## src/hw/rtl/pmsd_pkg.sv

```systemverilog
// ----------------------------------------------------------------------------
// pmsd_pkg: shared types and constants of the Park-Miller draw unit
// Word type, modulus, reset values, command codes and register indexes.
// ----------------------------------------------------------------------------
`default_nettype none

package pmsd_pkg;

    typedef logic [30:0] pm_word_t;

    localparam pm_word_t PM_MOD         = 31'h7FFF_FFFF;
    localparam pm_word_t MULT_RESET     = 31'd16807;
    localparam pm_word_t SENTINEL_RESET = 31'd1;

    typedef enum logic [1:0] {
        CMD_SEED_WIDE   = 2'd0,
        CMD_SEED_NARROW = 2'd1,
        CMD_DRAW32      = 2'd2,
        CMD_DRAW64      = 2'd3
    } cmd_t;

    localparam logic CFG_IDX_MULT     = 1'b0;
    localparam logic CFG_IDX_SENTINEL = 1'b1;

    typedef struct packed {
        pm_word_t multiplier;
        pm_word_t zero_sentinel;
    } cfg_t;

endpackage

`default_nettype wire

```

## src/hw/rtl/park_miller_seeded_draw_unit.sv

```systemverilog
// ----------------------------------------------------------------------------
// park_miller_seeded_draw_unit: Park-Miller generator with seeding
// From accept to m_tvalid: a seed or refused draw goes straight to ST_EMIT, a draw
// runs ST_MUL and ST_FOLD in the one shared step unit, and a 64-bit draw goes round
// them again for its low word. One transaction at a time: s_tready stays low until
// ST_EMIT moves the result to the output registers, longer while m_tready is low.
// Reset: multiplier 16807, sentinel 1, state 1, unseeded.
// ----------------------------------------------------------------------------
`default_nettype none

module park_miller_seeded_draw_unit
    import pmsd_pkg::*;
(
    input  wire logic        clk,
    input  wire logic        rst_n,
    // configuration
    input  wire logic        cfg_wr_en,
    input  wire logic        cfg_index,
    input  wire logic [30:0] cfg_data,
    // input stream
    input  wire logic        s_tvalid,
    output logic             s_tready,
    input  wire logic [63:0] s_tdata,   // [63:0] seed_value
    input  wire logic [1:0]  s_tuser,   // [1:0] command
    // output stream
    output logic             m_tvalid,
    input  wire logic        m_tready,
    output logic [63:0]      m_tdata,   // [63:0] draw
    output logic             m_tuser    // [0] status
);

    typedef enum logic [3:0] {
        ST_IDLE = 4'b0001,
        ST_MUL  = 4'b0010,
        ST_FOLD = 4'b0100,
        ST_EMIT = 4'b1000
    } fsm_t;

    cfg_t        cfg;
    pm_word_t    step_result;
    logic        mul_en;

    fsm_t        state_reg,      state_next;
    cmd_t        cmd_reg,        cmd_next;
    logic        second_reg,     second_next;
    pm_word_t    gen_state_reg,  gen_state_next;
    logic        seeded_reg,     seeded_next;
    pm_word_t    first_reg,      first_next;
    logic [63:0] res_draw_reg,   res_draw_next;
    logic        res_status_reg, res_status_next;
    logic        m_tvalid_reg,   m_tvalid_next;
    logic [63:0] m_tdata_reg,    m_tdata_next;
    logic        m_tuser_reg,    m_tuser_next;

    logic        accept;
    logic        out_free;
    cmd_t        cmd_in;
    logic [31:0] raw_seed;
    pm_word_t    seed_load;

    pmsd_cfg_regs u_cfg (
        .clk       (clk),
        .rst_n     (rst_n),
        .cfg_wr_en (cfg_wr_en),
        .cfg_index (cfg_index),
        .cfg_data  (cfg_data),
        .cfg       (cfg)
    );

    pmsd_step_unit u_step (
        .clk       (clk),
        .mul_en    (mul_en),
        .operand_a (gen_state_reg),
        .operand_b (cfg.multiplier),
        .result    (step_result)
    );

    assign s_tready = (state_reg == ST_IDLE);
    assign accept   = s_tvalid && s_tready;
    assign out_free = !m_tvalid_reg || m_tready;
    assign cmd_in   = cmd_t'(s_tuser);
    assign mul_en   = (state_reg == ST_MUL);

    // fold the wide seed, then replace zero or the modulus with the sentinel
    assign raw_seed  = (cmd_in == CMD_SEED_WIDE) ? (s_tdata[63:32] ^ s_tdata[31:0])
                                                 : s_tdata[31:0];
    assign seed_load = ((raw_seed[30:0] == '0) || (raw_seed[30:0] == PM_MOD))
                       ? cfg.zero_sentinel : raw_seed[30:0];

    always_comb
    begin
        state_next      = state_reg;
        cmd_next        = cmd_reg;
        second_next     = second_reg;
        gen_state_next  = gen_state_reg;
        seeded_next     = seeded_reg;
        first_next      = first_reg;
        res_draw_next   = res_draw_reg;
        res_status_next = res_status_reg;
        m_tvalid_next   = m_tvalid_reg;
        m_tdata_next    = m_tdata_reg;
        m_tuser_next    = m_tuser_reg;

        if (m_tvalid_reg && m_tready)
        begin
            m_tvalid_next = 1'b0;
        end

        case (state_reg)
            ST_IDLE:
            begin
                if (accept)
                begin
                    cmd_next        = cmd_in;
                    second_next     = 1'b0;
                    res_draw_next   = '0;
                    res_status_next = 1'b0;
                    case (cmd_in)
                        CMD_SEED_WIDE, CMD_SEED_NARROW:
                        begin
                            gen_state_next = seed_load;
                            seeded_next    = 1'b1;
                            state_next     = ST_EMIT;
                        end
                        CMD_DRAW32, CMD_DRAW64:
                        begin
                            if (seeded_reg)
                            begin
                                state_next = ST_MUL;
                            end
                            else
                            begin
                                res_status_next = 1'b1;
                                state_next      = ST_EMIT;
                            end
                        end
                        default:
                        begin
                            state_next = ST_EMIT;
                        end
                    endcase
                end
            end
            ST_MUL:
            begin
                state_next = ST_FOLD;
            end
            ST_FOLD:
            begin
                gen_state_next = step_result;
                if ((cmd_reg == CMD_DRAW64) && !second_reg)
                begin
                    // hold the high word and go round once more
                    first_next  = step_result;
                    second_next = 1'b1;
                    state_next  = ST_MUL;
                end
                else
                begin
                    if (cmd_reg == CMD_DRAW64)
                    begin
                        res_draw_next = {1'b0, first_reg, 1'b0, step_result};
                    end
                    else
                    begin
                        res_draw_next = {33'd0, step_result};
                    end
                    res_status_next = 1'b0;
                    state_next      = ST_EMIT;
                end
            end
            ST_EMIT:
            begin
                if (out_free)
                begin
                    m_tvalid_next = 1'b1;
                    m_tdata_next  = res_draw_reg;
                    m_tuser_next  = res_status_reg;
                    state_next    = ST_IDLE;
                end
            end
            default:
            begin
                state_next = ST_IDLE;
            end
        endcase
    end

    always_ff @(posedge clk or negedge rst_n)
    begin
        if (!rst_n)
        begin
            state_reg     <= ST_IDLE;
            cmd_reg       <= CMD_SEED_WIDE;
            second_reg    <= 1'b0;
            gen_state_reg <= SENTINEL_RESET;
            seeded_reg    <= 1'b0;
            m_tvalid_reg  <= 1'b0;
        end
        else
        begin
            state_reg     <= state_next;
            cmd_reg       <= cmd_next;
            second_reg    <= second_next;
            gen_state_reg <= gen_state_next;
            seeded_reg    <= seeded_next;
            m_tvalid_reg  <= m_tvalid_next;
        end
    end

    always_ff @(posedge clk)
    begin
        first_reg      <= first_next;
        res_draw_reg   <= res_draw_next;
        res_status_reg <= res_status_next;
        m_tdata_reg    <= m_tdata_next;
        m_tuser_reg    <= m_tuser_next;
    end

    assign m_tvalid = m_tvalid_reg;
    assign m_tdata  = m_tdata_reg;
    assign m_tuser  = m_tuser_reg;

`ifndef SYNTHESIS
    a_state_nondegenerate: assert property (@(posedge clk) disable iff (!rst_n)
        seeded_reg |-> ((gen_state_reg != '0) && (gen_state_reg != PM_MOD)))
        else $error("generator state reached zero or the modulus");

    a_refused_draw_zero: assert property (@(posedge clk) disable iff (!rst_n)
        (m_tvalid && m_tuser) |-> (m_tdata == '0))
        else $error("not-seeded status carries a non-zero draw");

    a_seed_sets_flag: assert property (@(posedge clk) disable iff (!rst_n)
        (s_tvalid && s_tready && ((s_tuser == CMD_SEED_WIDE) || (s_tuser == CMD_SEED_NARROW)))
        |=> seeded_reg)
        else $error("seed transaction did not set the seeded flag");
`endif

endmodule

`default_nettype wire

```

## src/hw/rtl/pmsd_cfg_regs.sv

```systemverilog
// ----------------------------------------------------------------------------
// pmsd_cfg_regs: configuration registers
// Holds the multiplier and the zero sentinel; values that are zero modulo
// 2^31-1 are replaced by the reset value on write.
// ----------------------------------------------------------------------------
`default_nettype none

module pmsd_cfg_regs
    import pmsd_pkg::*;
(
    input  wire logic     clk,
    input  wire logic     rst_n,
    input  wire logic     cfg_wr_en,
    input  wire logic     cfg_index,
    input  wire pm_word_t cfg_data,
    output cfg_t          cfg
);

    pm_word_t mult_reg;
    pm_word_t mult_next;
    pm_word_t sentinel_reg;
    pm_word_t sentinel_next;
    logic     degenerate;

    assign degenerate = (cfg_data == '0) || (cfg_data == PM_MOD);

    always_comb
    begin
        mult_next     = mult_reg;
        sentinel_next = sentinel_reg;
        if (cfg_wr_en)
        begin
            case (cfg_index)
                CFG_IDX_MULT:
                begin
                    mult_next = degenerate ? MULT_RESET : cfg_data;
                end
                CFG_IDX_SENTINEL:
                begin
                    sentinel_next = degenerate ? SENTINEL_RESET : cfg_data;
                end
                default:
                begin
                    mult_next = mult_reg;
                end
            endcase
        end
    end

    always_ff @(posedge clk or negedge rst_n)
    begin
        if (!rst_n)
        begin
            mult_reg     <= MULT_RESET;
            sentinel_reg <= SENTINEL_RESET;
        end
        else
        begin
            mult_reg     <= mult_next;
            sentinel_reg <= sentinel_next;
        end
    end

    assign cfg.multiplier    = mult_reg;
    assign cfg.zero_sentinel = sentinel_reg;

endmodule

`default_nettype wire

```

## src/hw/rtl/pmsd_step_unit.sv

```systemverilog
// ----------------------------------------------------------------------------
// pmsd_step_unit: shared multiply and modular fold
// Registers the 31x31 product, then folds it modulo 2^31-1 on the way out.
// ----------------------------------------------------------------------------
`default_nettype none

module pmsd_step_unit
    import pmsd_pkg::*;
(
    input  wire logic     clk,
    input  wire logic     mul_en,
    input  wire pm_word_t operand_a,
    input  wire pm_word_t operand_b,
    output pm_word_t      result
);

    logic [61:0] prod_reg;
    logic [61:0] prod_next;
    logic [31:0] sum_hi_lo;
    pm_word_t    sum_wrap;

    assign prod_next = {31'd0, operand_a} * {31'd0, operand_b};

    always_ff @(posedge clk)
    begin
        if (mul_en)
        begin
            prod_reg <= prod_next;
        end
    end

    // 2^31 == 1 modulo the modulus: add the halves, then the end-around carry
    assign sum_hi_lo = {1'b0, prod_reg[61:31]} + {1'b0, prod_reg[30:0]};
    assign sum_wrap  = sum_hi_lo[30:0] + {30'd0, sum_hi_lo[31]};
    assign result    = (sum_wrap == PM_MOD) ? '0 : sum_wrap;

endmodule

`default_nettype wire
```

## config.mk

```make
export PLATFORM = sky130hd
export DESIGN_NAME = park_miller_seeded_draw_unit
export DESIGN_NICKNAME = d
export VERILOG_FILES = /design/src/hw/rtl/pmsd_pkg.sv /design/src/hw/rtl/park_miller_seeded_draw_unit.sv /design/src/hw/rtl/pmsd_cfg_regs.sv /design/src/hw/rtl/pmsd_step_unit.sv
export SDC_FILE = /design/constraint.sdc
export NUM_CORES = 2
export LEC_CHECK = 0
export BUFFER_PORTS_ARGS = -buffer_cell sky130_fd_sc_hd__clkbuf_2
export CAP_MARGIN = 20
export CORE_UTILIZATION = 65
export DETAILED_ROUTE_END_ITERATION = 16
export PLACE_DENSITY = 0.83
export SLEW_MARGIN = 10
export SYNTH_ARGS = -nofsm -noshare
export SYNTH_HDL_FRONTEND = slang
export SYNTH_SLANG_ARGS = --single-unit
```

## constraint.sdc

```tcl
create_clock -name clk -period 10.95 [get_ports clk]
set_input_delay 2.19 -clock clk [delete_from_list [all_inputs] [get_ports clk]]
set_output_delay 2.19 -clock clk [all_outputs]
set_load 0.01 [all_outputs]
```

### Word level (Yosys, flattened, before mapping)

Index checks and enable logic that the tools add are counted.
W data, S select, Z words.

* register bits after elaboration: 325
* input port bits: 103
* output and inout port bits: 67
* logic and storage cells: 88

* $add $sub $neg: 2
* multiply operators: 1
* eq/ne operators: 16
* mux-type cells: 29
* bitwise operators: 2
* reductions and logical operators: 24

Operators by type and width (number)
* $mux W31: 7
* $mux W64: 2
* $pmux W64 S2: 1
* $eq A31 B31 Y1 const B: 3
* $mux W63: 1
* $logic_not A31 Y1: 2
* $mul A31 B31 Y62: 1
* $pmux W31 S2: 1
* $add A31 B31 Y32: 1
* $add A31 B1 Y31: 1
* $xor A31 B31 Y31: 1
* $mux W4: 4
* $pmux W4 S4: 1
* $reduce_and A2 Y1: 6
* $reduce_and A3 Y1: 4
* $mux W1: 9
* $pmux W4 S2: 1
* $eq A2 B2 Y1 const B: 3
* $ne A2 B2 Y1 const B: 3
* $eq A4 B1 Y1 const B: 1
* $eq A4 B2 Y1 const B: 1
* $eq A4 B3 Y1 const B: 1
* $eq A4 B4 Y1 const B: 1
* $ne A2 B1 Y1 const B: 2
* other kinds (9): 16

### Longest topological paths before layout

* word-level depth: 8
* mapped depth: 31

### Cells and area by module

From an unflattened synthesis, not the netlist that was laid out.

* cells, all modules: 4827
* area, all modules: 47360.4 sq um

Modules (own cells, without submodules)
* pmsd_step_unit: instances 1, cells each 3944, area an instance 35909.4 sq um
* park_miller_seeded_draw_unit: instances 1, cells each 706, area an instance 9027.4 sq um
* pmsd_cfg_regs: instances 1, cells each 177, area an instance 2423.6 sq um

### Worst setup path before layout

No wires, ideal clock.

* path type: register -> register
* start: register state_reg[3]
* end: register state_reg[0]
* arrival time: 7.736 ns
* setup slack: 3.129 ns
* cell stages (with the launch flop): 4
* cells stage by stage: dfrtp_1 > nor4b_1 > nor2_1 > o21a_1

* longest elaborated chain between the ends: 4
* elaborated cells between the ends (all ways): 9

RTL lines
* from (decl): line park_miller_seeded_draw_unit.sv:43 `fsm_t state_reg, state_next;`
* from (signal assigned): line park_miller_seeded_draw_unit.sv:202 `state_reg <= state_next;`
* $eq A4 B1 Y1: line park_miller_seeded_draw_unit.sv:78, park_miller_seeded_draw_unit.sv:109
* $logic_and A1 B1 Y1: line park_miller_seeded_draw_unit.sv:79 `assign accept = s_tvalid && s_tready;`
* $ne A2 B1 Y1 (no source line)
* $reduce_and A2 Y1 (no source line)

Several ways; a longest one is shown, not always the timed one.
A chain may end at the register's enable or synchronous reset.

### Worst setup path after layout

* start: register gen_state_reg[10]
* end: register u_step.prod_reg[60], data pin

* longest elaborated chain between the ends: 1

RTL lines
* from (decl): line park_miller_seeded_draw_unit.sv:46 `pm_word_t gen_state_reg, gen_state_next;`
* from (signal assigned): line park_miller_seeded_draw_unit.sv:205 `gen_state_reg <= gen_state_next;`
* $mul A31 B31 Y62: line pmsd_step_unit.sv:22 `assign prod_next = {31'd0, operand_a} * {31'd0, operand_b};`
* named net u_step.prod_next[60]: line pmsd_step_unit.sv:18 `logic [61:0] prod_next;`
* to (signal assigned): line pmsd_step_unit.sv:28 `prod_reg <= prod_next;`
* to (decl): line pmsd_step_unit.sv:17 `logic [61:0] prod_reg;`

The timed path passes the listed nets, and every way through them passes these cells.

==> flow_metrics.py <==
metrics = {
    "outcome": {
        "outcome": "complete, no violations",
    },
    "synth": {
        "synth-compound-area-share": 0.07244,
        "synth_area_mm2": 0.04710,
        "ys_seq_elements": 321,
        "syn_inst": 4940,
        "synthFlopType": "edfxtp_1",
        "synth_top_family_by_area": "adder cells",
        "ys_types": 80,
        "synth_area_per_cell_um2": 9.535,
        "synth_seq_area_share": 0.1941,
        "ys_async_sr_fraction": 0.3178,
        "yosysWarnings": 0,
        "synth_edf_count": 219,
        "synth.area.mux_share": 0.001541,
        "yosys.area_share.simple": 0.1808,
        "synthAdderAreaFrac": 0.4327,
        "synthXorXnorAreaFrac": 0.02898,
    },
    "timing": {
        "slew-limit-headroom": 0.3068,
        "finClkSkew_ps": 35.26,
        "grt_setup_unrepaired": "false",
        "tightest_slew_ps": 1040,
        "hold_viol_final": 0,
        "tns_ps": 0,
        "max_freq_mhz": 109.5,
        "finalCriticalPeriod_ps": 9130,
        "finalCritPeriodShare": 0.8337,
        "drv_slew": 0,
        "setup_viol": 0,
    },
    "detailed_routing": {
        "drc": 0,
        "drt_pass1_iterations": 5,
        "wl_per_cell_um": 20.61,
        "routed-via-count": 35304,
        "routed_wl_mm": 121.8,
        "drt_iter0_drc": 3128,
        "via_per_inst": 5.976,
        "drtAntennaViolNets": 0,
    },
    "setup_path": {
        "required_ps": 11270,
        "worstSetupEndpointType": "register",
        "worstPathArrival_ps": 9450,
        "r2r_end": "u_step.prod_reg[60]",
        "cpMostUsedCell": "fa_1",
        "reg2reg_depth": 27,
        "worstPathMaxFanout": 18,
        "rrSetupSlack_ps": 1820,
        "reg2reg_from": "gen_state_reg[10]",
        "startpoint_type": "register",
        "critPathMaxStageDelay_ps": 790,
        "criticalPathCategory": "reg -> reg",
        "slowest_stage": "dfrtp_1",
    },
    "hold_path": {
        "whs_endpoint": "m_tdata[19]",
        "min_path_cells": 0,
        "hp-class": "reg -> reg",
        "min_from": "res_draw_reg[19]",
    },
    "clocking": {
        "cts_buffers": 30,
        "clock-sinks": 321,
        "cts_setup_buffers": 0,
        "clk_latency_ps": 600,
        "clockRootBuffer": "clkbuf_16",
        "clock_path_buffers": 3,
        "cts_tree": "done",
        "cts_resized": 0,
        "clk_pin_slew_ps": 70,
        "htree_levels": 1,
        "ctsHoldBuffers": 0,
    },
    "global_routing": {
        "grt_pass1_wl_mm": 197.1,
        "grt_start_max_net_pins": 86,
        "grt_use_met3": 0.05387,
        "first_global_vias": 37119,
        "overflow": 0,
        "globalRouteTotalUtil": 0.3423,
        "grt_util_met1": 0.4416,
        "met2_usage": 0.5829,
        "top_usage_layer": "met2",
        "antenna_found_initial": 3,
    },
    "placement": {
        "placement.io_buffers": 165,
        "hpwl_mm": 94.66,
        "routabilityCongestion": 1.015,
    },
    "floorplan": {
        "dieArea_mm2": 0.07354,
        "die_h_um": 271.2,
        "initial_core_util": 0.6578,
        "ios": 170,
        "core_area_mm2": 0.07161,
        "die_w_um": 271.2,
        "row_count": 98,
    },
    "final_layout": {
        "area_growth_syn_to_layout_pct": 5.183,
        "drive_gt1_frac": 0.06597,
        "layout.nets": 6162,
    },
    "job": {
        "cap_violations": 0,
    },
}
==> kinds of logic (layout without fill, tap and decap cells) <==
| family | Yosys count | count (layout) |
|---|---|---|
| other cells | 1 | 3 |
| xor+xnor | 155 | 155 |
| mux | 7 | 7 |
| compound gates | 536 | 536 |
| flops | 321 | 321 |
| buf+inv | 1105 | 1121 |
| simple gates | 1689 | 1689 |
| fa+ha+maj | 1126 | 1126 |
==> worst max path at each step <==
stage | depth (start not counted) | end | start
2_1_floorplan | 3 | state_reg[0] | state_reg[3]
3_3_place_gp | 28 | u_step.prod_reg[60] | u_cfg.mult_reg[6]
3_5_place_dp | 27 | u_step.prod_reg[60] | gen_state_reg[10]
4_1_cts | 28 | u_step.prod_reg[60] | u_cfg.mult_reg[6]
5_1_grt | 27 | u_step.prod_reg[60] | gen_state_reg[11]
6_report | 27 | u_step.prod_reg[60] | gen_state_reg[10]
==> cells in the mapped netlist, drive strengths merged (5+ instances only) <==
library cell	count	area share
and2	550	0.073
or3	8	0.0011
or4	7	0.0011
xnor2	83	0.015
a21boi	9	0.0014
o21ai	149	0.016
o32ai	15	0.0028
o211ai	14	0.0022
or4bb	6	0.0014
nor4b	8	0.0015
nand2b	43	0.0057
nand2	652	0.052
a221oi	6	0.0011
or2	13	0.0017
a2bb2oi	11	0.0020
nor4bb	13	0.0028
edfxtp	219	0.14
dfrtp	92	0.049
fa	838	0.36
a21oi	119	0.013
ha	288	0.077
a211o	6	0.0011
xor2	72	0.014
clkbuf	249	0.020
buf	22	0.0031
dfstp	10	0.0056
nand4	40	0.0054
o21a	11	0.0018
nor3b	5	0.00080
nor4	18	0.0028
nor2	210	0.017
mux2i	5	0.0011
a31oi	34	0.0045
inv	834	0.066
and4	7	0.0013
o21bai	13	0.0021
nor2b	12	0.0016
and3	17	0.0023
nand3	34	0.0036
o31ai	6	0.00096
a211oi	49	0.0079
a21o	56	0.0089
nor3	38	0.0041
==> worst max-delay path, delay by kind of cell (launching register included) <==
kind | cells | cell delay (ps)
fa+ha+maj | 9 | 4250
simple gates | 2 | 350
compound gates | 10 | 2690
xor+xnor | 1 | 120
flops | 1 | 790
buf+inv | 5 | 660
==> through the flow <==
stage | utilization | hold WS, ps | instance area [um^2] | instances | setup slack, ps
after floorplan | - | 400.3 | 47110 | 4941 | 3129
after CTS | 0.6912 | 398.2 | 49500 | 5905 | 1988
after detailed placement | 0.6783 | 404.5 | 48570 | 5849 | 2023
after global placement | 0.6783 | 401.6 | 48570 | 5849 | 2183
final | 0.6919 | 404.7 | 49540 | 5908 | 1820
after global routing | 0.6918 | 410.0 | 49540 | 5907 | 1476
==> final cells by class <==
cell class / instances / area [um^2]
diodes: 1 / 2.502
clock buffers: 38 / 800.8
clock inverters: 18 / 123.9
fillers: 5378 / 22070
inverters: 834 / 3131
multi-input cells: 3515 / 33800
flip-flops and latches: 321 / 9145
well taps: 950 / 1189
repair buffers: 231 / 1351
==> placed cells by master, fill, tap and decap left out, types with 14 or more instances in the layout <==
cell / n
and2_1: 549
nand4_1: 39
a211oi_1: 48
clkbuf_2: 164
dfrtp_1: 89
nand3_1: 34
nand2b_1: 42
a21o_1: 56
nor2_1: 208
nor3_1: 37
inv_1: 834
edfxtp_1: 219
o211ai_1: 14
buf_4: 65
nand2_1: 652
o32ai_1: 15
clkbuf_16: 30
fa_1: 838
a21oi_1: 117
xor2_1: 71
and3_1: 17
xnor2_1: 83
ha_1: 288
nor4_1: 16
o21ai_0: 140
a31oi_1: 34
==> metal layers <==
layer / vias to the layer above / share of wire
met3: 358 / 0.088
met5: - / 0
met2: 1618 / 0.49
li1: 15401 / -
met4: 0 / 0.046
met1: 17927 / 0.37
Power is left out: the tool's default activity adds up to more than one toggle a clock period on the data nets, which glitch-free logic cannot reach.
